`config.mk`:
```
export PLATFORM = sky130hd
export DESIGN_NAME = console_line_editor_unit
export DESIGN_NICKNAME = d
export VERILOG_FILES = /design/src/hw/rtl/cle_pkg.sv /design/src/hw/rtl/cle_sequencer.sv /design/src/hw/rtl/cle_datapath.sv /design/src/hw/rtl/console_line_editor_unit.sv
export VERILOG_INCLUDE_DIRS = /design/src /design/src/hw/rtl
export SDC_FILE = /design/constraint.sdc
export NUM_CORES = 1
export LEC_CHECK = 0
export ABC_CLOCK_PERIOD_IN_PS = 6500
export BUFFER_PORTS_ARGS = -buffer_cell sky130_fd_sc_hd__buf_2
export CAP_MARGIN = 10
export CORE_MARGIN = 2
export CORE_UTILIZATION = 67
export DETAILED_ROUTE_END_ITERATION = 8
export HOLD_SLACK_MARGIN = 0.06
export PLACE_DENSITY = 0.84
export SLEW_MARGIN = 20
export SYNTH_ARGS = -nofsm -noshare
export SYNTH_HDL_FRONTEND = slang
export SYNTH_SLANG_ARGS = --single-unit
```
`constraint.sdc`:
```
create_clock -name aclk -period 6.5 [get_ports aclk]
set_clock_uncertainty 0.15 [all_clocks]
set_input_delay 1.625 -clock aclk [delete_from_list [all_inputs] [get_ports aclk]]
set_output_delay 1.625 -clock aclk [all_outputs]
set_load 0.01 [all_outputs]
```
`src/hw/rtl/assert_macros.svh`:
```
// ---------------------------------------------------------------------------
// Assertion macros
// Shared concurrent assertion wrappers for the RTL.
// ---------------------------------------------------------------------------
`ifndef ASSERT_MACROS_SVH
`define ASSERT_MACROS_SVH

// Checked on every clock edge outside reset.
`define ASSERT_CLK(lbl, clk, rstn, prop, msg) \
    lbl: assert property (@(posedge clk) disable iff (!(rstn)) (prop)) else $error(msg);

// Checked on every clock edge, reset included.
`define ASSERT_ALWAYS(lbl, clk, prop, msg) \
    lbl: assert property (@(posedge clk) (prop)) else $error(msg);

`endif

```
`src/hw/rtl/cle_pkg.sv`:
```
`timescale 1ns / 1ps
// ---------------------------------------------------------------------------
// Console line editor package
// Microcode word format, control program, message text and shared types.
// ---------------------------------------------------------------------------
package cle_pkg;

    localparam int LINE_CAPACITY_DEF = 32;

    localparam int MSG_LEN   = 22;
    localparam int MSG_IDX_W = $clog2(MSG_LEN);

    localparam logic [7:0] CH_BS    = 8'h08;
    localparam logic [7:0] CH_LF    = 8'h0A;
    localparam logic [7:0] CH_CR    = 8'h0D;
    localparam logic [7:0] CH_SPACE = 8'h20;
    localparam logic [7:0] CH_DEL   = 8'h7F;

    localparam int UPC_W = 4;

    // microcode entry points
    localparam logic [UPC_W-1:0] U_IDLE   = 4'd0;
    localparam logic [UPC_W-1:0] U_DECODE = 4'd1;
    localparam logic [UPC_W-1:0] U_ECHO   = 4'd2;
    localparam logic [UPC_W-1:0] U_RUB0   = 4'd3;
    localparam logic [UPC_W-1:0] U_RUB1   = 4'd4;
    localparam logic [UPC_W-1:0] U_RUB2   = 4'd5;
    localparam logic [UPC_W-1:0] U_ERR0   = 4'd6;
    localparam logic [UPC_W-1:0] U_ERR1   = 4'd7;
    localparam logic [UPC_W-1:0] U_EOL0   = 4'd8;
    localparam logic [UPC_W-1:0] U_EOL1   = 4'd9;
    localparam logic [UPC_W-1:0] U_RD     = 4'd10;
    localparam logic [UPC_W-1:0] U_LINE   = 4'd11;
    localparam logic [UPC_W-1:0] U_LAST   = U_LINE;

    localparam logic [1:0] BYTE_RX    = 2'd0;
    localparam logic [1:0] BYTE_CONST = 2'd1;
    localparam logic [1:0] BYTE_MSG   = 2'd2;
    localparam logic [1:0] BYTE_STORE = 2'd3;

    localparam logic [1:0] LAST_NO  = 2'd0;
    localparam logic [1:0] LAST_YES = 2'd1;
    localparam logic [1:0] LAST_CNT = 2'd2;

    localparam logic [1:0] LEN_KEEP     = 2'd0;
    localparam logic [1:0] LEN_INC      = 2'd1;
    localparam logic [1:0] LEN_DEC      = 2'd2;
    localparam logic [1:0] LEN_CLR_DONE = 2'd3;

    localparam logic [1:0] IDX_KEEP = 2'd0;
    localparam logic [1:0] IDX_CLR  = 2'd1;
    localparam logic [1:0] IDX_INC  = 2'd2;

    localparam logic [2:0] JMP_NEXT     = 3'd0;
    localparam logic [2:0] JMP_ALWAYS   = 3'd1;
    localparam logic [2:0] JMP_ACCEPT   = 3'd2;
    localparam logic [2:0] JMP_DISPATCH = 3'd3;
    localparam logic [2:0] JMP_LOOP     = 3'd4;

    typedef struct packed {
        logic             take;
        logic             emit;
        logic [1:0]       byte_sel;
        logic [7:0]       const_byte;
        logic             kind;
        logic [1:0]       last_sel;
        logic [1:0]       len_op;
        logic             store_wr;
        logic [1:0]       idx_op;
        logic             mem_rd;
        logic [2:0]       jump;
        logic [UPC_W-1:0] target;
    } uword_t;

    typedef struct packed {
        uword_t word;
        logic   go;
    } ctrl_t;

    typedef struct packed {
        logic slot_free;
        logic is_eol;
        logic is_rub;
        logic is_print;
        logic len_zero;
        logic len_full;
        logic cnt_done;
    } status_t;

    function automatic uword_t ucode_rom(input logic [UPC_W-1:0] addr);
        uword_t w;
        w = '0;
        case (addr)
            U_IDLE: begin
                w.take = 1'b1;
                w.jump = JMP_ACCEPT;
            end
            U_DECODE: begin
                w.jump = JMP_DISPATCH;
            end
            U_ECHO: begin
                w.emit     = 1'b1;
                w.byte_sel = BYTE_RX;
                w.last_sel = LAST_YES;
                w.len_op   = LEN_INC;
                w.store_wr = 1'b1;
                w.jump     = JMP_ALWAYS;
                w.target   = U_IDLE;
            end
            U_RUB0: begin
                w.emit       = 1'b1;
                w.byte_sel   = BYTE_CONST;
                w.const_byte = CH_BS;
                w.jump       = JMP_NEXT;
            end
            U_RUB1: begin
                w.emit       = 1'b1;
                w.byte_sel   = BYTE_CONST;
                w.const_byte = CH_SPACE;
                w.jump       = JMP_NEXT;
            end
            U_RUB2: begin
                w.emit       = 1'b1;
                w.byte_sel   = BYTE_CONST;
                w.const_byte = CH_BS;
                w.last_sel   = LAST_YES;
                w.len_op     = LEN_DEC;
                w.jump       = JMP_ALWAYS;
                w.target     = U_IDLE;
            end
            U_ERR0: begin
                w.len_op = LEN_CLR_DONE;
                w.idx_op = IDX_CLR;
                w.jump   = JMP_NEXT;
            end
            U_ERR1: begin
                w.emit     = 1'b1;
                w.byte_sel = BYTE_MSG;
                w.last_sel = LAST_CNT;
                w.idx_op   = IDX_INC;
                w.jump     = JMP_LOOP;
                w.target   = U_ERR1;
            end
            U_EOL0: begin
                w.emit       = 1'b1;
                w.byte_sel   = BYTE_CONST;
                w.const_byte = CH_CR;
                w.idx_op     = IDX_CLR;
                w.jump       = JMP_NEXT;
            end
            U_EOL1: begin
                w.emit       = 1'b1;
                w.byte_sel   = BYTE_CONST;
                w.const_byte = CH_LF;
                w.jump       = JMP_NEXT;
            end
            U_RD: begin
                w.mem_rd = 1'b1;
                w.jump   = JMP_NEXT;
            end
            U_LINE: begin
                w.emit     = 1'b1;
                w.byte_sel = BYTE_STORE;
                w.kind     = 1'b1;
                w.last_sel = LAST_CNT;
                w.len_op   = LEN_CLR_DONE;
                w.idx_op   = IDX_INC;
                w.jump     = JMP_LOOP;
                w.target   = U_RD;
            end
            default: begin
                w.jump   = JMP_ALWAYS;
                w.target = U_IDLE;
            end
        endcase
        return w;
    endfunction

    function automatic logic [7:0] msg_byte(input logic [MSG_IDX_W-1:0] idx);
        logic [7:0] b;
        case (idx)
            5'd0:    b = CH_CR;
            5'd1:    b = CH_LF;
            5'd2:    b = "e";
            5'd3:    b = "r";
            5'd4:    b = "r";
            5'd5:    b = ":";
            5'd6:    b = " ";
            5'd7:    b = "l";
            5'd8:    b = "i";
            5'd9:    b = "n";
            5'd10:   b = "e";
            5'd11:   b = " ";
            5'd12:   b = "t";
            5'd13:   b = "o";
            5'd14:   b = "o";
            5'd15:   b = " ";
            5'd16:   b = "l";
            5'd17:   b = "o";
            5'd18:   b = "n";
            5'd19:   b = "g";
            5'd20:   b = CH_CR;
            5'd21:   b = CH_LF;
            default: b = CH_LF;
        endcase
        return b;
    endfunction

endpackage

```
`src/hw/rtl/cle_sequencer.sv`:
```
`timescale 1ns / 1ps
// ---------------------------------------------------------------------------
// Console line editor sequencer
// Micro-PC, control ROM lookup, stall gating and jump resolution.
// ---------------------------------------------------------------------------
`include "assert_macros.svh"

module cle_sequencer (
    input  logic             aclk,
    input  logic             aresetn,
    input  logic             s_valid,
    input  cle_pkg::status_t status,
    output cle_pkg::ctrl_t   ctrl
);
    import cle_pkg::*;

    logic [UPC_W-1:0] upc_reg;
    logic [UPC_W-1:0] upc_next;
    logic [UPC_W-1:0] dispatch;
    uword_t           word;
    logic             go;

    assign word = ucode_rom(upc_reg);
    assign go   = !(word.emit && !status.slot_free);

    assign ctrl.word = word;
    assign ctrl.go   = go;

    always_comb begin
        if (status.is_eol && !status.len_zero) begin
            dispatch = U_EOL0;
        end else if (status.is_rub && !status.len_zero) begin
            dispatch = U_RUB0;
        end else if (status.is_print && !status.len_full) begin
            dispatch = U_ECHO;
        end else if (status.is_print) begin
            dispatch = U_ERR0;
        end else begin
            dispatch = U_IDLE;
        end
    end

    always_comb begin
        upc_next = upc_reg;
        if (go) begin
            case (word.jump)
                JMP_NEXT:     upc_next = upc_reg + 1'b1;
                JMP_ALWAYS:   upc_next = word.target;
                JMP_ACCEPT:   upc_next = s_valid ? upc_reg + 1'b1 : upc_reg;
                JMP_DISPATCH: upc_next = dispatch;
                JMP_LOOP:     upc_next = status.cnt_done ? U_IDLE : word.target;
                default:      upc_next = U_IDLE;
            endcase
        end
    end

    always_ff @(posedge aclk) begin
        if (!aresetn) begin
            upc_reg <= U_IDLE;
        end else begin
            upc_reg <= upc_next;
        end
    end

    `ASSERT_CLK(a_upc_range, aclk, aresetn, upc_reg <= U_LAST, "micro-PC out of program")
    `ASSERT_CLK(a_stall_hold, aclk, aresetn,
                (word.emit && !status.slot_free) |=> (upc_reg == $past(upc_reg)),
                "sequencer advanced while output slot busy")

endmodule

```
`src/hw/rtl/cle_datapath.sv`:
```
`timescale 1ns / 1ps
// ---------------------------------------------------------------------------
// Console line editor datapath
// Received byte, line store, length and index counters, output register.
// ---------------------------------------------------------------------------
`include "assert_macros.svh"

module cle_datapath #(
    parameter int LINE_CAPACITY = cle_pkg::LINE_CAPACITY_DEF
) (
    input  logic             aclk,
    input  logic             aresetn,
    input  cle_pkg::ctrl_t   ctrl,
    output cle_pkg::status_t status,
    input  logic             s_valid,
    input  logic [7:0]       s_rx_byte,
    output logic             m_valid,
    input  logic             m_ready,
    output logic [7:0]       m_out_byte,
    output logic             m_out_kind,
    output logic             m_last
);
    import cle_pkg::*;

    localparam int LEN_W = $clog2(LINE_CAPACITY);
    localparam int IDX_W = (LEN_W > MSG_IDX_W) ? LEN_W : MSG_IDX_W;
    localparam logic [LEN_W-1:0] LEN_FULL = LEN_W'(LINE_CAPACITY - 1);
    localparam logic [IDX_W-1:0] MSG_END  = IDX_W'(MSG_LEN - 1);

    logic [7:0]       store_mem [LINE_CAPACITY];
    logic [7:0]       rd_data_reg;
    logic [7:0]       rx_reg;
    logic [LEN_W-1:0] len_reg;
    logic [LEN_W-1:0] len_next;
    logic [LEN_W-1:0] len_m1;
    logic [IDX_W-1:0] idx_reg;
    logic [IDX_W-1:0] idx_next;
    logic             m_valid_reg;
    logic [7:0]       m_byte_reg;
    logic             m_kind_reg;
    logic             m_last_reg;
    logic [7:0]       byte_sel;
    logic             last_sel;
    logic             cnt_done;
    logic             fire;

    assign fire   = ctrl.go;
    assign len_m1 = len_reg - 1'b1;

    always_comb begin
        if (ctrl.word.byte_sel == BYTE_MSG) begin
            cnt_done = (idx_reg == MSG_END);
        end else begin
            cnt_done = (idx_reg == IDX_W'(len_m1));
        end
    end

    assign status.slot_free = !m_valid_reg || m_ready;
    assign status.is_eol    = (rx_reg == CH_CR) || (rx_reg == CH_LF);
    assign status.is_rub    = (rx_reg == CH_BS) || (rx_reg == CH_DEL);
    assign status.is_print  = (rx_reg >= CH_SPACE) && (rx_reg < CH_DEL);
    assign status.len_zero  = (len_reg == '0);
    assign status.len_full  = (len_reg == LEN_FULL);
    assign status.cnt_done  = cnt_done;

    always_comb begin
        case (ctrl.word.byte_sel)
            BYTE_RX:    byte_sel = rx_reg;
            BYTE_CONST: byte_sel = ctrl.word.const_byte;
            BYTE_MSG:   byte_sel = msg_byte(idx_reg[MSG_IDX_W-1:0]);
            BYTE_STORE: byte_sel = rd_data_reg;
            default:    byte_sel = rx_reg;
        endcase
    end

    always_comb begin
        case (ctrl.word.last_sel)
            LAST_NO:  last_sel = 1'b0;
            LAST_YES: last_sel = 1'b1;
            LAST_CNT: last_sel = cnt_done;
            default:  last_sel = 1'b0;
        endcase
    end

    always_comb begin
        len_next = len_reg;
        if (fire) begin
            case (ctrl.word.len_op)
                LEN_KEEP:     len_next = len_reg;
                LEN_INC:      len_next = len_reg + 1'b1;
                LEN_DEC:      len_next = len_m1;
                LEN_CLR_DONE: len_next = (ctrl.word.jump == JMP_LOOP && !cnt_done) ?
                                         len_reg : '0;
                default:      len_next = len_reg;
            endcase
        end
    end

    always_comb begin
        idx_next = idx_reg;
        if (fire) begin
            case (ctrl.word.idx_op)
                IDX_KEEP: idx_next = idx_reg;
                IDX_CLR:  idx_next = '0;
                IDX_INC:  idx_next = idx_reg + 1'b1;
                default:  idx_next = idx_reg;
            endcase
        end
    end

    always_ff @(posedge aclk) begin
        if (!aresetn) begin
            len_reg     <= '0;
            idx_reg     <= '0;
            m_valid_reg <= 1'b0;
        end else begin
            len_reg <= len_next;
            idx_reg <= idx_next;
            if (fire && ctrl.word.emit) begin
                m_valid_reg <= 1'b1;
            end else if (m_ready) begin
                m_valid_reg <= 1'b0;
            end
        end
    end

    always_ff @(posedge aclk) begin
        if (ctrl.word.take && s_valid) begin
            rx_reg <= s_rx_byte;
        end
        if (fire && ctrl.word.emit) begin
            m_byte_reg <= byte_sel;
            m_kind_reg <= ctrl.word.kind;
            m_last_reg <= last_sel;
        end
    end

    always_ff @(posedge aclk) begin
        if (fire && ctrl.word.store_wr) begin
            store_mem[len_reg] <= rx_reg;
        end
        if (fire && ctrl.word.mem_rd) begin
            rd_data_reg <= store_mem[idx_reg[LEN_W-1:0]];
        end
    end

    assign m_valid    = m_valid_reg;
    assign m_out_byte = m_byte_reg;
    assign m_out_kind = m_kind_reg;
    assign m_last     = m_last_reg;

    `ASSERT_CLK(a_len_range, aclk, aresetn, len_reg <= LEN_FULL, "line length past capacity")
    `ASSERT_CLK(a_line_end_clears, aclk, aresetn,
                (m_valid_reg && m_kind_reg && m_last_reg) |-> (len_reg == '0),
                "line handed out but length not cleared")

endmodule

```
`src/hw/rtl/console_line_editor_unit.sv`:
```
`timescale 1ns / 1ps
// ---------------------------------------------------------------------------
// Console line editor unit
// Edits a terminal line byte by byte with echo; hands out completed lines.
//
//   channel  dir  ports                               handshake
//   s_       in   s_rx_byte                           s_valid / s_ready
//   m_       out  m_out_byte, m_out_kind, m_last      m_valid / m_ready
//
// One request at a time, run by a 12-step microprogram, one step a cycle except while waiting for input or output.
// Accept is followed by decode; ignored bytes end there.
// Printable byte: echo. Rubout: BS, space, BS. Line-too-long: clear the line, then the message.
// Line end: CR, LF, then per stored byte a registered store read, then emit.
// Any step that emits waits while the output register is full and not taken.
// Reset clears the sequencer, line length and output valid; the store is not cleared.
// ---------------------------------------------------------------------------
module console_line_editor_unit #(
    parameter int LINE_CAPACITY = cle_pkg::LINE_CAPACITY_DEF
) (
    input  logic       aclk,
    input  logic       aresetn,
    input  logic       s_valid,
    output logic       s_ready,
    input  logic [7:0] s_rx_byte,
    output logic       m_valid,
    input  logic       m_ready,
    output logic [7:0] m_out_byte,
    output logic       m_out_kind,
    output logic       m_last
);
    import cle_pkg::*;

    ctrl_t   ctrl;
    status_t status;

    cle_sequencer u_seq (
        .aclk    (aclk),
        .aresetn (aresetn),
        .s_valid (s_valid),
        .status  (status),
        .ctrl    (ctrl)
    );

    cle_datapath #(
        .LINE_CAPACITY (LINE_CAPACITY)
    ) u_dp (
        .aclk       (aclk),
        .aresetn    (aresetn),
        .ctrl       (ctrl),
        .status     (status),
        .s_valid    (s_valid),
        .s_rx_byte  (s_rx_byte),
        .m_valid    (m_valid),
        .m_ready    (m_ready),
        .m_out_byte (m_out_byte),
        .m_out_kind (m_out_kind),
        .m_last     (m_last)
    );

    assign s_ready = ctrl.word.take;

endmodule
```
==> metrics.txt, run 1 <==
final net count=819; Residual DRC=0; hold slack=0.439 ns; die height=144 um; WL per Instance=26.7 um; vias in the first global route=7257; yosys warns=0; Mapped Area=13100 um2; post-DP HPWL=16.6 mm; Final Max Tran Viols=0; sequential share of the synthesized area=68.0%; Achievable Freq=204 MHz; CP endpoint kind=register; IO Port Bufs=23; Clock transition at path regs=0.06 ns; MaxCap Viol Count=0; Yosys top cell by area=edfxtp_1; first-pass GRT wire length=43.7 mm; highest routed layer=met5; Final Critical Period=4.90 ns; syn_nets=793; GRT overflow=0; Final Cycle Share=75.4%; setup TNS=0 ns; antenna-violating nets left=0; synthesized flop and latch total=304; TritonCTS clock tree=yes; Arrival @ worst endpoint=5.24 ns; kind of start point of the critical path=register; normalized max-slew margin=32.9%; DRC marker count from the first detailed-route iteration=732; Int Pwr=0.00368 W; # setup viols final=0; Logic pwr share=18.2%; Post-CTS Setup Bufs=0; Ant. Diodes=0; total net switching power=0.00145 W; number of synthesized flops with an enable pin=282; DIE AREA=20700 um2; DR WL met2=14.4 mm; Mapped Cells=763; area grow syn2layout=10.3%; worst vdd ir=228 uV; Via density=6.76; CORE AREA=19300 um2; largest register by flop count=u_dp.store_mem; Met1 Wirelength=11.4 mm; CP max FO=26; Synth Area per Inst=17.2 um2; CTS Hold Bufs=0; status=finished, final reports clean; Top FF cell, synth=edfxtp_1; largest net degree at the start of global routing=72; Filler Cell Count=1068; switch share=28.3%; via count=7277; CTS Buf Count=30; worst-skew pair later-pin latency=0.55 ns; Power per Cell Area=355 nW/um2; HP Class=register to register; initial antenna violation count=1; row count=51; Root Driver=clkbuf_16; DIE WIDTH=144 um; CTS sink count=304; Routed WL=28.8 mm; power share of the sequential group=48.2%; final hold violations=0; I/O pin total=24; Worst Tran Pin Value=1.01 ns; post-CTS sizing=0; GRT Overall Usage=29.1%; clock share of power=33.6%; metal3 WL=2.27 mm; post-route core utilization=74.7%; share of flip-flops with an asynchronous set or reset=0%; Initial Utilization=67.8%; Placer Congestion=0.872; Yosys cell types=68; share of cells above drive strength 1=22.5%; share of the synthesized area in the top cell type=64.6%; Synth area leaders=edfxtp_1, mux4_2, dfxtp_1, nor2_1, ha_1; H-tree levels=1; First-pass DRT Iterations=5; deepest clock path buffer count=3; RSZ-0062 raised after global routing=false; max FFs per register=256; Worst Path Required=6.84 ns; Crit Path Class=register to register; leakage=4.55 nW
## cell type report
cell class                      instances  area, um2  area share [%]
Multi-Input combinational cell        405       3960            27.4
Inverter                               13       48.8           0.338
Timing Repair Buffer                   35        213            1.47
Tap cell                              265        332            2.29
Clock buffer                           33        783            5.42
Sequential cell                       304       8910            61.7
Clock inverter                         22        199            1.38
## path summary, 6_finish.rpt
path	start	end	slack, ns	cells past startpoint
setup / recovery	u_seq.upc_reg[2]$_SDFFE_PN0P_	register	1.60	15
hold / removal	u_dp.rd_data_reg[7]$_DFFE_PP_	u_dp.m_out_byte[7]$_DFFE_PP_	0.44	2
setup reg to reg	u_seq.upc_reg[2]$_SDFFE_PN0P_	register	1.60	15
hold reg to reg	u_dp.rd_data_reg[7]$_DFFE_PP_	u_dp.m_out_byte[7]$_DFFE_PP_	0.44	2
## worst max-delay path: stages (launching register included)
cell and delay [ns]:
dfxtp_1 0.92, nor2b_1 0.63, o21a_1 0.40, ha_1 0.38, nor2_4 0.26, mux2i_1 0.45
nor2_1 0.15, inv_1 0.11, ha_1 0.29, and2_1 0.19, o21ai_0 0.19, a211o_1 0.15
o311ai_0 0.16, nor3_1 0.22, a211oi_1 0.07, nor2_1 0.10
## synth_stat cells (8+ instances only)
library cell and number:
o21ai_0 22, buf_2 8, clkbuf_1 27, ha_1 18
mux4_2 80, nor2_1 61, edfxtp_1 282, dfxtp_1 22
nand2b_1 13, nand2_1 40, mux2_2 9, inv_1 12
nor3_1 13, a21oi_1 21
## per-stage QoR
step           total power, W  cell area [um2]  std cells  setup slack, ns
2_1_floorplan         0.00314            13100        763             2.23
3_3_place_gp          0.00337            13500       1021             1.63
3_5_place_dp          0.00342            13500       1021             1.49
4_1_cts               0.00513            14400       1076             1.74
5_1_grt               0.00532            14500       1077             1.32
6_report              0.00514            14500       1077             1.60
## logic make-up (layout without fill, tap and decap cells)
family / count (synthesis) / after routing / share of synthesized area [%]
buffers and inverters: 54 / 103 / 1.82
flip-flops: 304 / 304 / 68.0
XOR/XNOR: 12 / 12 / 0.916
multiplexers: 97 / 97 / 15.2
adder cells (fa/ha/maj): 18 / 18 / 1.72
AO/OA/AOI/OAI: 102 / 102 / 5.47
AND/OR/NAND/NOR: 176 / 176 / 6.87
## cell usage in the layout, fill, tap and decap left out, types with 6 or more instances in the layout
cell / instances
or3_1: 6
a22oi_1: 7
mux2i_1: 7
dfxtp_1: 20
clkinv_1: 9
buf_4: 11
mux2_2: 9
o21ai_0: 22
ha_1: 18
nand3b_1: 7
inv_1: 12
clkbuf_16: 31
nor2_1: 61
nand2b_1: 13
nor3_1: 13
buf_2: 23
mux4_2: 80
a31oi_1: 7
edfxtp_1: 282
nand2_1: 40
a21oi_1: 21
## power by group through the flow
stage	Combinational, W	Sequential, W	Clock [W]
after floorplan	0.000615	0.00253	0
after global placement	0.000852	0.00251	0
after CTS	0.000910	0.00248	0.00174
final	0.000937	0.00248	0.00172
after detailed placement	0.000894	0.00252	0
after global routing	0.00102	0.00249	0.00181
## metal layers
layer	up-vias	global-route usage (%)
li1	3125	-
met1	3714	42.0
met2	375	47.0
met3	61	5.16
met4	2	8.26
met5	-	0
Power figures use the tool's default switching activity.
==> run 2, diff against run 1 <==
Settings changed: ABC_CLOCK_PERIOD_IN_PS 6500 to 4880, CORE_UTILIZATION 67 to 63, PLACE_DENSITY 0.84 to 0.8.
Clock period 6.5 ns to 4.88 ns, I/O delays scaled along.
==> run 2 against run 1 <==
  * Final cell count is 0.84% higher
  * Maximum frequency is 20% higher
  * First-iteration DRC count is 3.0% lower
  * Die area is 6.2% higher
  * Routed wire length is 3.0% lower
  * Highest routed layer is now met4
==> metrics.txt, run 2 (synthesis results as in run 1) <==
worst-skew pair later-pin latency=0.55 ns; CORE AREA=20300 um2; post-CTS sizing=0; MaxCap Viol Count=0; H-tree levels=1; Final Max Tran Viols=0; Residual DRC=0; post-route core utilization=71.2%; status=finished, final reports clean; leakage=4.55 nW; normalized max-slew margin=39.5%; Power per Cell Area=466 nW/um2; HP Class=register to register; critical path's slowest cell=ha_1; DRC marker count from the first detailed-route iteration=710; placement-stage cell area=13500 um2; final instance area=14500 um2; Achievable Freq=244 MHz; CTS Hold Bufs=0; Worst Setup Slack, final=0.783 ns; Worst Path Required=5.17 ns; vias in the first global route=7252; DIE WIDTH=148 um; die height=148 um; Via density=6.66; GRT Overall Usage=26.5%; Filler Cell Count=1215; Final Cycle Share=84.0%; CP cell instances=ha_1 -> o21a_1 -> ha_1 -> nor2_4 -> mux2i_1 -> nor2_1 -> inv_1 -> ha_1 -> and2_1 -> o21ai_0 -> a211o_1 -> o311ai_0 -> nor3_1 -> a211oi_1 -> nor2_1; flop2flop setup slack=0.78 ns; Post-CTS Setup Bufs=0; final net count=824; Initial Utilization=64.6%; pre-CTS setup slack=0.690 ns; crit-path most repeated cell=ha_1; GRT overflow=0; I/O pin total=24; Root Driver=clkbuf_16; Ant. Diodes=0; # setup viols final=0; kind of start point of the critical path=register; worst vdd ir=442 uV; Worst Tran Pin Value=0.906 ns; WHS Path Cells=2; final hold violations=0; row count=52; CTS Buf Count=28; Routed WL=27.9 mm; CP max FO=13; slowest stage delay, CP=0.52 ns; most common cell after layout, fill and taps aside=edfxtp_1; largest net degree at the start of global routing=40; CP endpoint kind=register; max FFs per register=256; hold slack=0.433 ns; first-pass GRT wire length=43.6 mm; IO Port Bufs=23; RSZ-0062 raised after global routing=false; Arrival @ worst endpoint=4.39 ns; DIE AREA=22000 um2; FF-to-FF path depth=15; Crit Path Class=register to register; deepest clock path buffer count=3; WL per Instance=25.7 um; setup TNS=0 ns; TritonCTS clock tree=yes; CTS sink count=304; via count=7232; antenna-violating nets left=0; largest register by flop count=u_dp.store_mem; First-pass DRT Iterations=5; Clock transition at path regs=0.07 ns; area grow syn2layout=10.3%; share of cells above drive strength 1=23.4%; Final Critical Period=4.10 ns; Placer Congestion=0.863; most frequent cells in the layout=edfxtp_1, mux4_2, nor2_1, nand2_1, clkbuf_16; post-DP HPWL=17.5 mm; initial antenna violation count=0
run 2: area by class of cell:
class / count / area [um2] / area share (%)
Clock buffer: 32 / 716 / 4.95
Clock inverter: 20 / 208 / 1.44
Inverter: 13 / 48.8 / 0.338
Multi-Input combinational cell: 405 / 3960 / 27.4
Sequential cell: 304 / 8910 / 61.7
Tap cell: 270 / 338 / 2.34
Timing Repair Buffer: 42 / 265 / 1.84
run 2: routing by layer:
metal	share of wire [%]	up-vias	global-route usage (%)
met1	40	3655	38.6
li1	-	3119	-
met3	8.3	68	5.43
met5	0	-	0
met4	3.6	0	7.95
met2	48	390	41.6
run 2: through the flow:
step,total power (W),cells
2_1_floorplan,0.00418,763
3_3_place_gp,0.00451,1033
3_5_place_dp,0.00458,1034
4_1_cts,0.00675,1086
5_1_grt,0.00699,1086
6_report,0.00673,1086
run 2: worst max-delay path, delay by kind of cell, from the launching register on:
family	cells	cell delay (ns)
AND/OR/NAND/NOR	5	0.78
multiplexers	1	0.18
AO/OA/AOI/OAI	5	1.10
flip-flops	1	0.42
buffers and inverters	1	0.10
adder cells (fa/ha/maj)	3	1.27
run 2: worst paths after layout:
| check | to | start |
|---|---|---|
| worst max register to register | register | u_seq.upc_reg[1]$_SDFFE_PN0P_ |
| worst min register to register | u_dp.m_out_byte[7]$_DFFE_PP_ | u_dp.rd_data_reg[7]$_DFFE_PP_ |
| worst max-delay path | register | u_seq.upc_reg[1]$_SDFFE_PN0P_ |
| worst min-delay path | u_dp.m_out_byte[7]$_DFFE_PP_ | u_dp.rd_data_reg[7]$_DFFE_PP_ |
run 2: report_power, final:
group	switching [W]	internal, W
combinational	0.000845	0.000452
sequential	0.000105	0.00315
clock	0.000956	0.00122
total	0.00191	0.00483
